--- src/rtl/core/acfr_pkg.sv ---
`timescale 1ns / 1ps
`default_nettype none

package acfr_pkg;

    localparam int COUNT_W = 48;
    localparam int LEN_W   = 31;
    localparam int ID_W    = 32;
    localparam int ACT_W   = 3;

    localparam logic [LEN_W-1:0] FRAME_LENGTH_RST = 31'd262144;

    localparam logic [ACT_W-1:0] ACT_DISCARD   = 3'd0;
    localparam logic [ACT_W-1:0] ACT_APPEND    = 3'd1;
    localparam logic [ACT_W-1:0] ACT_FIRST     = 3'd2;
    localparam logic [ACT_W-1:0] ACT_COMPLETE  = 3'd3;
    localparam logic [ACT_W-1:0] ACT_MALFORMED = 3'd4;

    typedef logic [COUNT_W-1:0] count_t;
    typedef logic [LEN_W-1:0]   len_t;

    // control between the sequencer and the remainder unit
    typedef struct packed {
        logic start;
        logic busy;
        logic done;
    } rem_ctrl_t;

endpackage

`default_nettype wire

--- src/rtl/core/adc_capture_frame_reassembler_unit.sv ---
`timescale 1ns / 1ps
`default_nettype none

// ADC capture frame reassembler. Each transaction on the slave side carries the
// 48-bit count of payload bytes sent before a packet of PAYLOAD_BYTES bytes; one
// result transaction follows on the master side, telling whether the packet is
// discarded, appended, opens the first frame, or closes the open frame (complete
// or malformed) and opens the next. From acceptance to result an item goes through
// a 48-step restoring remainder of the count by frame_length, one bit a cycle
// through a single shared subtractor, one more pass of that subtractor for the
// tail, and a final step that updates the frame state once the output is free.
// The block takes one item at a time; a waiting result does not block the next
// acceptance, only its completion. frame_length is written over APB at address
// 0 and must be written only while no item is in flight.
module adc_capture_frame_reassembler_unit
#(
    parameter int PAYLOAD_BYTES = 1456
)
(
    input  wire         clk,
    input  wire         rst_n,

    input  wire         psel,
    input  wire         penable,
    input  wire         pwrite,
    input  wire  [2:0]  paddr,
    input  wire  [31:0] pwdata,
    output logic [31:0] prdata,
    output logic        pready,

    input  wire         s_tvalid,
    output logic        s_tready,
    // byte_count[47:0]
    input  wire  [47:0] s_tdata,

    output logic        m_tvalid,
    input  wire         m_tready,
    // action[2:0], tail_bytes, new_bytes, closed_frame_id[31:0],
    // closed_frame_total[31:0], open_frame_id[31:0], zero padding
    output logic [((3 + 2*$clog2(PAYLOAD_BYTES+1) + 96 + 7) / 8) * 8 - 1:0] m_tdata
);
    import acfr_pkg::*;

    localparam int CW    = $clog2(PAYLOAD_BYTES + 1);
    localparam int OUT_W = ACT_W + 2*CW + 3*ID_W;
    localparam int TD_W  = ((OUT_W + 7) / 8) * 8;
    localparam logic [CW-1:0] PAY_CW = CW'(PAYLOAD_BYTES);
    localparam logic [LEN_W:0] PAY_WIDE = (LEN_W+1)'(PAYLOAD_BYTES);

    localparam logic [1:0] ST_IDLE = 2'd0;
    localparam logic [1:0] ST_BUSY = 2'd1;
    localparam logic [1:0] ST_FIN  = 2'd2;

    logic [1:0]      state_reg, state_next;
    len_t            flen_reg;
    logic            started_reg, started_next;
    logic [ID_W-1:0] id_reg, id_next;
    logic [ID_W-1:0] total_reg, total_next;
    len_t            tail_reg;

    logic            mvalid_reg, mvalid_next;
    logic [OUT_W-1:0] mdata_reg, mdata_next;

    rem_ctrl_t       rem_st;
    len_t            rem_tail;
    logic            rem_start;
    logic            fin_go;

    logic            boundary;
    logic [CW-1:0]   tail_n, start_n;
    logic [ID_W:0]   close_sum, app_sum;
    logic [ID_W-1:0] close_total, app_total;
    logic [ACT_W-1:0] act;
    logic [CW-1:0]   out_tail, out_new;
    logic [ID_W-1:0] out_cid, out_ctot;

    // configuration port
    assign pready = 1'b1;

    always_comb
    begin
        prdata = '0;
        if (paddr[2] == 1'b0)
        begin
            prdata = {1'b0, flen_reg};
        end
    end

    always_ff @(posedge clk or negedge rst_n)
    begin
        if (!rst_n)
        begin
            flen_reg <= FRAME_LENGTH_RST;
        end
        else if (psel && penable && pwrite && pready && (paddr[2] == 1'b0))
        begin
            flen_reg <= pwdata[LEN_W-1:0];
        end
    end

    assign s_tready  = (state_reg == ST_IDLE);
    assign rem_start = s_tvalid && s_tready;

    acfr_rem_unit u_rem
    (
        .clk          (clk),
        .rst_n        (rst_n),
        .start        (rem_start),
        .count        (s_tdata),
        .frame_length (flen_reg),
        .status       (rem_st),
        .tail         (rem_tail)
    );

    always_ff @(posedge clk)
    begin
        if (rem_st.done)
        begin
            tail_reg <= rem_tail;
        end
    end

    // frame decision
    always_comb
    begin
        boundary    = ({1'b0, tail_reg} < PAY_WIDE);
        tail_n      = tail_reg[CW-1:0];
        start_n     = PAY_CW - tail_n;
        close_sum   = {1'b0, total_reg} + (ID_W+1)'({tail_n[CW-1:1], 1'b0});
        close_total = close_sum[ID_W] ? '1 : close_sum[ID_W-1:0];
        app_sum     = {1'b0, total_reg} + (ID_W+1)'({PAY_CW[CW-1:1], 1'b0});
        app_total   = app_sum[ID_W] ? '1 : app_sum[ID_W-1:0];

        started_next = started_reg;
        id_next      = id_reg;
        total_next   = total_reg;
        act          = ACT_DISCARD;
        out_tail     = '0;
        out_new      = '0;
        out_cid      = '0;
        out_ctot     = '0;

        if (boundary)
        begin
            if (started_reg)
            begin
                out_cid  = id_reg;
                out_ctot = close_total;
                act      = (close_total == {1'b0, flen_reg}) ? ACT_COMPLETE : ACT_MALFORMED;
                id_next  = id_reg + 1'b1;
            end
            else
            begin
                act          = ACT_FIRST;
                id_next      = '0;
                started_next = 1'b1;
            end
            out_tail   = tail_n;
            out_new    = start_n;
            total_next = ID_W'({start_n[CW-1:1], 1'b0});
        end
        else if (started_reg)
        begin
            act        = ACT_APPEND;
            out_new    = PAY_CW;
            total_next = app_total;
        end
    end

    assign fin_go = (state_reg == ST_FIN) && (!mvalid_reg || m_tready);

    always_comb
    begin
        state_next  = state_reg;
        mvalid_next = mvalid_reg;
        mdata_next  = mdata_reg;
        if (mvalid_reg && m_tready)
        begin
            mvalid_next = 1'b0;
        end
        unique case (state_reg)
            ST_IDLE:
            begin
                if (rem_start)
                begin
                    state_next = ST_BUSY;
                end
            end
            ST_BUSY:
            begin
                if (rem_st.done)
                begin
                    state_next = ST_FIN;
                end
            end
            ST_FIN:
            begin
                // hold until the output register is free
                if (fin_go)
                begin
                    mvalid_next = 1'b1;
                    mdata_next  = {id_next, out_ctot, out_cid, out_new, out_tail, act};
                    state_next  = ST_IDLE;
                end
            end
            default:
            begin
                state_next = ST_IDLE;
            end
        endcase
    end

    always_ff @(posedge clk or negedge rst_n)
    begin
        if (!rst_n)
        begin
            state_reg   <= ST_IDLE;
            mvalid_reg  <= 1'b0;
            started_reg <= 1'b0;
            id_reg      <= '0;
            total_reg   <= '0;
        end
        else
        begin
            state_reg  <= state_next;
            mvalid_reg <= mvalid_next;
            if (fin_go)
            begin
                started_reg <= started_next;
                id_reg      <= id_next;
                total_reg   <= total_next;
            end
        end
    end

    always_ff @(posedge clk)
    begin
        mdata_reg <= mdata_next;
    end

    assign m_tvalid = mvalid_reg;
    assign m_tdata  = TD_W'(mdata_reg);

endmodule

`default_nettype wire

--- src/rtl/core/acfr_rem_unit.sv ---
`timescale 1ns / 1ps
`default_nettype none

module acfr_rem_unit
(
    input  wire                  clk,
    input  wire                  rst_n,
    input  wire                  start,
    input  wire acfr_pkg::count_t count,
    input  wire acfr_pkg::len_t  frame_length,
    output acfr_pkg::rem_ctrl_t  status,
    output acfr_pkg::len_t       tail
);
    import acfr_pkg::*;

    localparam int STEP_W = $clog2(COUNT_W);
    localparam logic [STEP_W-1:0] LAST_STEP = STEP_W'(COUNT_W - 1);

    localparam logic [1:0] ST_IDLE = 2'd0;
    localparam logic [1:0] ST_DIV  = 2'd1;
    localparam logic [1:0] ST_TAIL = 2'd2;

    logic [1:0]        state_reg, state_next;
    logic [STEP_W-1:0] step_reg, step_next;
    logic              done_reg, done_next;
    count_t            dvd_reg, dvd_next;
    len_t              rem_reg, rem_next;
    len_t              tail_reg, tail_next;

    len_t              flen;
    logic [LEN_W:0]    sub_a, sub_b;
    logic [LEN_W+1:0]  diff;
    logic              borrow;

    assign flen = (frame_length == '0) ? len_t'(1) : frame_length;

    // shared subtractor: division steps, then the final flen - remainder
    always_comb
    begin
        if (state_reg == ST_TAIL)
        begin
            sub_a = {1'b0, flen};
            sub_b = {1'b0, rem_reg};
        end
        else
        begin
            sub_a = {rem_reg, dvd_reg[COUNT_W-1]};
            sub_b = {1'b0, flen};
        end
        diff   = {1'b0, sub_a} - {1'b0, sub_b};
        borrow = diff[LEN_W+1];
    end

    always_comb
    begin
        state_next = state_reg;
        step_next  = step_reg;
        done_next  = 1'b0;
        dvd_next   = dvd_reg;
        rem_next   = rem_reg;
        tail_next  = tail_reg;
        unique case (state_reg)
            ST_IDLE:
            begin
                if (start)
                begin
                    dvd_next   = count;
                    rem_next   = '0;
                    step_next  = '0;
                    state_next = ST_DIV;
                end
            end
            ST_DIV:
            begin
                rem_next  = borrow ? sub_a[LEN_W-1:0] : diff[LEN_W-1:0];
                dvd_next  = {dvd_reg[COUNT_W-2:0], 1'b0};
                step_next = step_reg + 1'b1;
                if (step_reg == LAST_STEP)
                begin
                    state_next = ST_TAIL;
                end
            end
            ST_TAIL:
            begin
                tail_next  = (rem_reg == '0) ? '0 : diff[LEN_W-1:0];
                done_next  = 1'b1;
                state_next = ST_IDLE;
            end
            default:
            begin
                state_next = ST_IDLE;
            end
        endcase
    end

    always_ff @(posedge clk or negedge rst_n)
    begin
        if (!rst_n)
        begin
            state_reg <= ST_IDLE;
            step_reg  <= '0;
            done_reg  <= 1'b0;
        end
        else
        begin
            state_reg <= state_next;
            step_reg  <= step_next;
            done_reg  <= done_next;
        end
    end

    always_ff @(posedge clk)
    begin
        dvd_reg  <= dvd_next;
        rem_reg  <= rem_next;
        tail_reg <= tail_next;
    end

    assign status.start = start;
    assign status.busy  = (state_reg != ST_IDLE);
    assign status.done  = done_reg;
    assign tail         = tail_reg;

endmodule

`default_nettype wire
--- config.mk ---
export PLATFORM = sky130hd
export DESIGN_NAME = adc_capture_frame_reassembler_unit
export DESIGN_NICKNAME = d
export VERILOG_FILES = /design/src/rtl/core/acfr_pkg.sv /design/src/rtl/core/adc_capture_frame_reassembler_unit.sv /design/src/rtl/core/acfr_rem_unit.sv
export SDC_FILE = /design/constraint.sdc
export NUM_CORES = 1
export LEC_CHECK = 0
export ABC_AREA = 0
export BUFFER_PORTS_ARGS = -buffer_cell sky130_fd_sc_hd__buf_2
export CORE_MARGIN = 1.5
export CORE_UTILIZATION = 60
export CTS_CLUSTER_SIZE = 20
export DETAILED_ROUTE_END_ITERATION = 10
export PLACE_DENSITY = 0.79
export SLEW_MARGIN = 30
export SYNTH_ARGS = -nofsm -noshare
export SYNTH_HDL_FRONTEND = slang
export SYNTH_HIERARCHICAL = 1
export SYNTH_SLANG_ARGS = --single-unit
--- constraint.sdc ---
create_clock -name clk -period 7.7 [get_ports clk]
set_clock_uncertainty 0.05 [all_clocks]
set_input_delay 0.385 -clock clk [delete_from_list [all_inputs] [get_ports clk]]
set_output_delay 0.385 -clock clk [all_outputs]
set_load 0.02 [all_outputs]
==> results.cfg <==
[finish]
area_growth_pct = 13.5
antennaDiodeCount = 0
layout_common_cells = nand2_1, edfxtp_1, buf_2, nor2_1, a21oi_1
final_core_util_pct = 69.4
nets = 2377
largest_reg_flops = 120
drive_gt1_share_pct = 17.9
final_common_cell = nand2_1

[worst_setup_path]
crit_fanout = 54
critical_path_arrival_ns = 5.70
cp.required_ns = 7.96
cp-start-kind = flip-flop
path_class = reg -> reg
cp-end-kind = flip-flop

[placed_design]
hpwlAfterDp_um = 39000
port_buffers = 240
place.gp.congestion = 0.935

[yosys]
syn_inst = 2053
syn_area_mm2 = 0.0206
syn_avg_cell_area_um2 = 10.0
yosys_warnings = 6

[floorplan]
fp.coreArea_mm2 = 0.0337
io_pins = 253
row_count = 67
initial_utilization_pct = 61.1
fp.dieW_um = 188
dieHeight_um = 188
die_area_mm2 = 0.0355

[power]
ir_drop_uv = 196
leakage_nw = 9.79
cellPowerDensity_mw_per_mm2 = 332

[cts]
clock_latency_ns = 0.55
cts_tree = built
clkTransAtPathRegs_ns = 0.06
clock_path_buffers = 3
cts.sinks = 369
root_buffer = clkbuf_16
numCtsBuffers = 39
htreeDepth = 2
cts-resized-gates = 0

[drt]
antenna_left = 0
drt_iter0_drc = 1791
via_per_inst = 6.24
drt-total-wl_um = 56600
drc_errors = 0
detail_route.first_pass.iterations = 6
wl_per_cell_um = 20.8
num_vias = 17000

[timing]
relSlewSlack_pct = 39.0
rsz0062_at_grt = no
fmax_mhz = 184
tns_ns = 0
min_period_over_period_pct = 70.7
maxSlewViolCount = 0
min_period_ns = 5.44
hold_violations = 0
tightest_slew_ns = 0.912
final-setup-viol-count = 0

[global_routing]
track_usage_pct = 31.6
antenna_found_initial = 1
grt_max_degree = 80
grt_pass1_vias = 16100
grt_first_pass_wirelength_um = 88700
overflow = 0

[run_status]
status = finished, final reports clean

[run]
maxCapViolCount = 0

[worst_hold_path]
hp-class = in -> reg
[worst paths after layout]
check	from	to	slack, ns	cells past startpoint
worst max register to register	u_rem/state_reg[0]	u_rem/rem_reg[0]	2.26	18
max in group asynchronous	rst_n	flen_reg[9]	6.19	3
worst min-delay path	pwdata[12]	flen_reg[12]	0.02	2
min in group asynchronous	rst_n	total_reg[30]	0.34	2
worst min register to register	u_rem/tail[10]	tail_reg[10]	0.36	0
worst max-delay path	u_rem/state_reg[0]	u_rem/rem_reg[0]	2.26	18
[layout make-up]
class	instances	area (µm²)
clock buffer	51	1080
clock inverter	21	245
fill	2576	10300
inverter	27	108
multi-input combinational	1539	9440
sequential	369	10500
tap	448	561
timing repair buffer	264	1400
[routing by layer]
metal / share of wire (%) / global-route usage (%) / vias up / wire length (µm)
li1: - / - / 7827 / -
met1: 41 / 43.2 / 8101 / 23400
met2: 46 / 50.7 / 907 / 25800
met3: 9.5 / 6.11 / 128 / 5360
met4: 3.5 / 11.4 / 2 / 1970
met5: 0.019 / 0 / - / 11
[through the flow]
step | cells | area (µm²) | total power, mW | worst slack (ns) | hold WS (ns)
6_report | 2719 | 23400 | 7.76 | 2.26 | 0.0199
4_1_cts | 2719 | 23400 | 7.73 | 2.30 | 0.00130
3_5_place_dp | 2642 | 22000 | 5.77 | 2.31 | 0.355
5_1_grt | 2719 | 23400 | 8.16 | 1.95 | 0.0157
2_1_floorplan | 2060 | 20600 | 5.02 | 2.58 | 0.0394
3_3_place_gp | 2642 | 22000 | 5.69 | 2.42 | 0.351
[repair_timing]
item	in CTS	in global routing
hold endpoints to repair	44	0
hold buffers	5	0
buffers inserted	0	0
[critical path, stage by stage (launching register included)]
cell and delay, ns:
dfrtp_1 0.44, nand2b_1 0.17, buf_4 0.27, clkinv_2 0.07, buf_4 0.45, buf_4 0.65, mux2i_1 0.35, ha_1 0.23
inv_1 0.07, fa_1 0.44, a211oi_1 0.34, o21ai_2 0.14, a31oi_2 0.38, nor4_4 0.10, o211ai_2 0.25, a21oi_4 0.11
buf_4 0.31, mux2i_1 0.17, and2_1 0.17
[power by group]
group	internal (mW)	total (mW)	leakage, nW	switching (mW)
combinational	1.10	2.87	5.16	1.76
sequential	2.63	2.94	4.00	0.309
clock	1.14	1.95	0.641	0.808
Note: power is estimated with default switching activity, not from simulation.
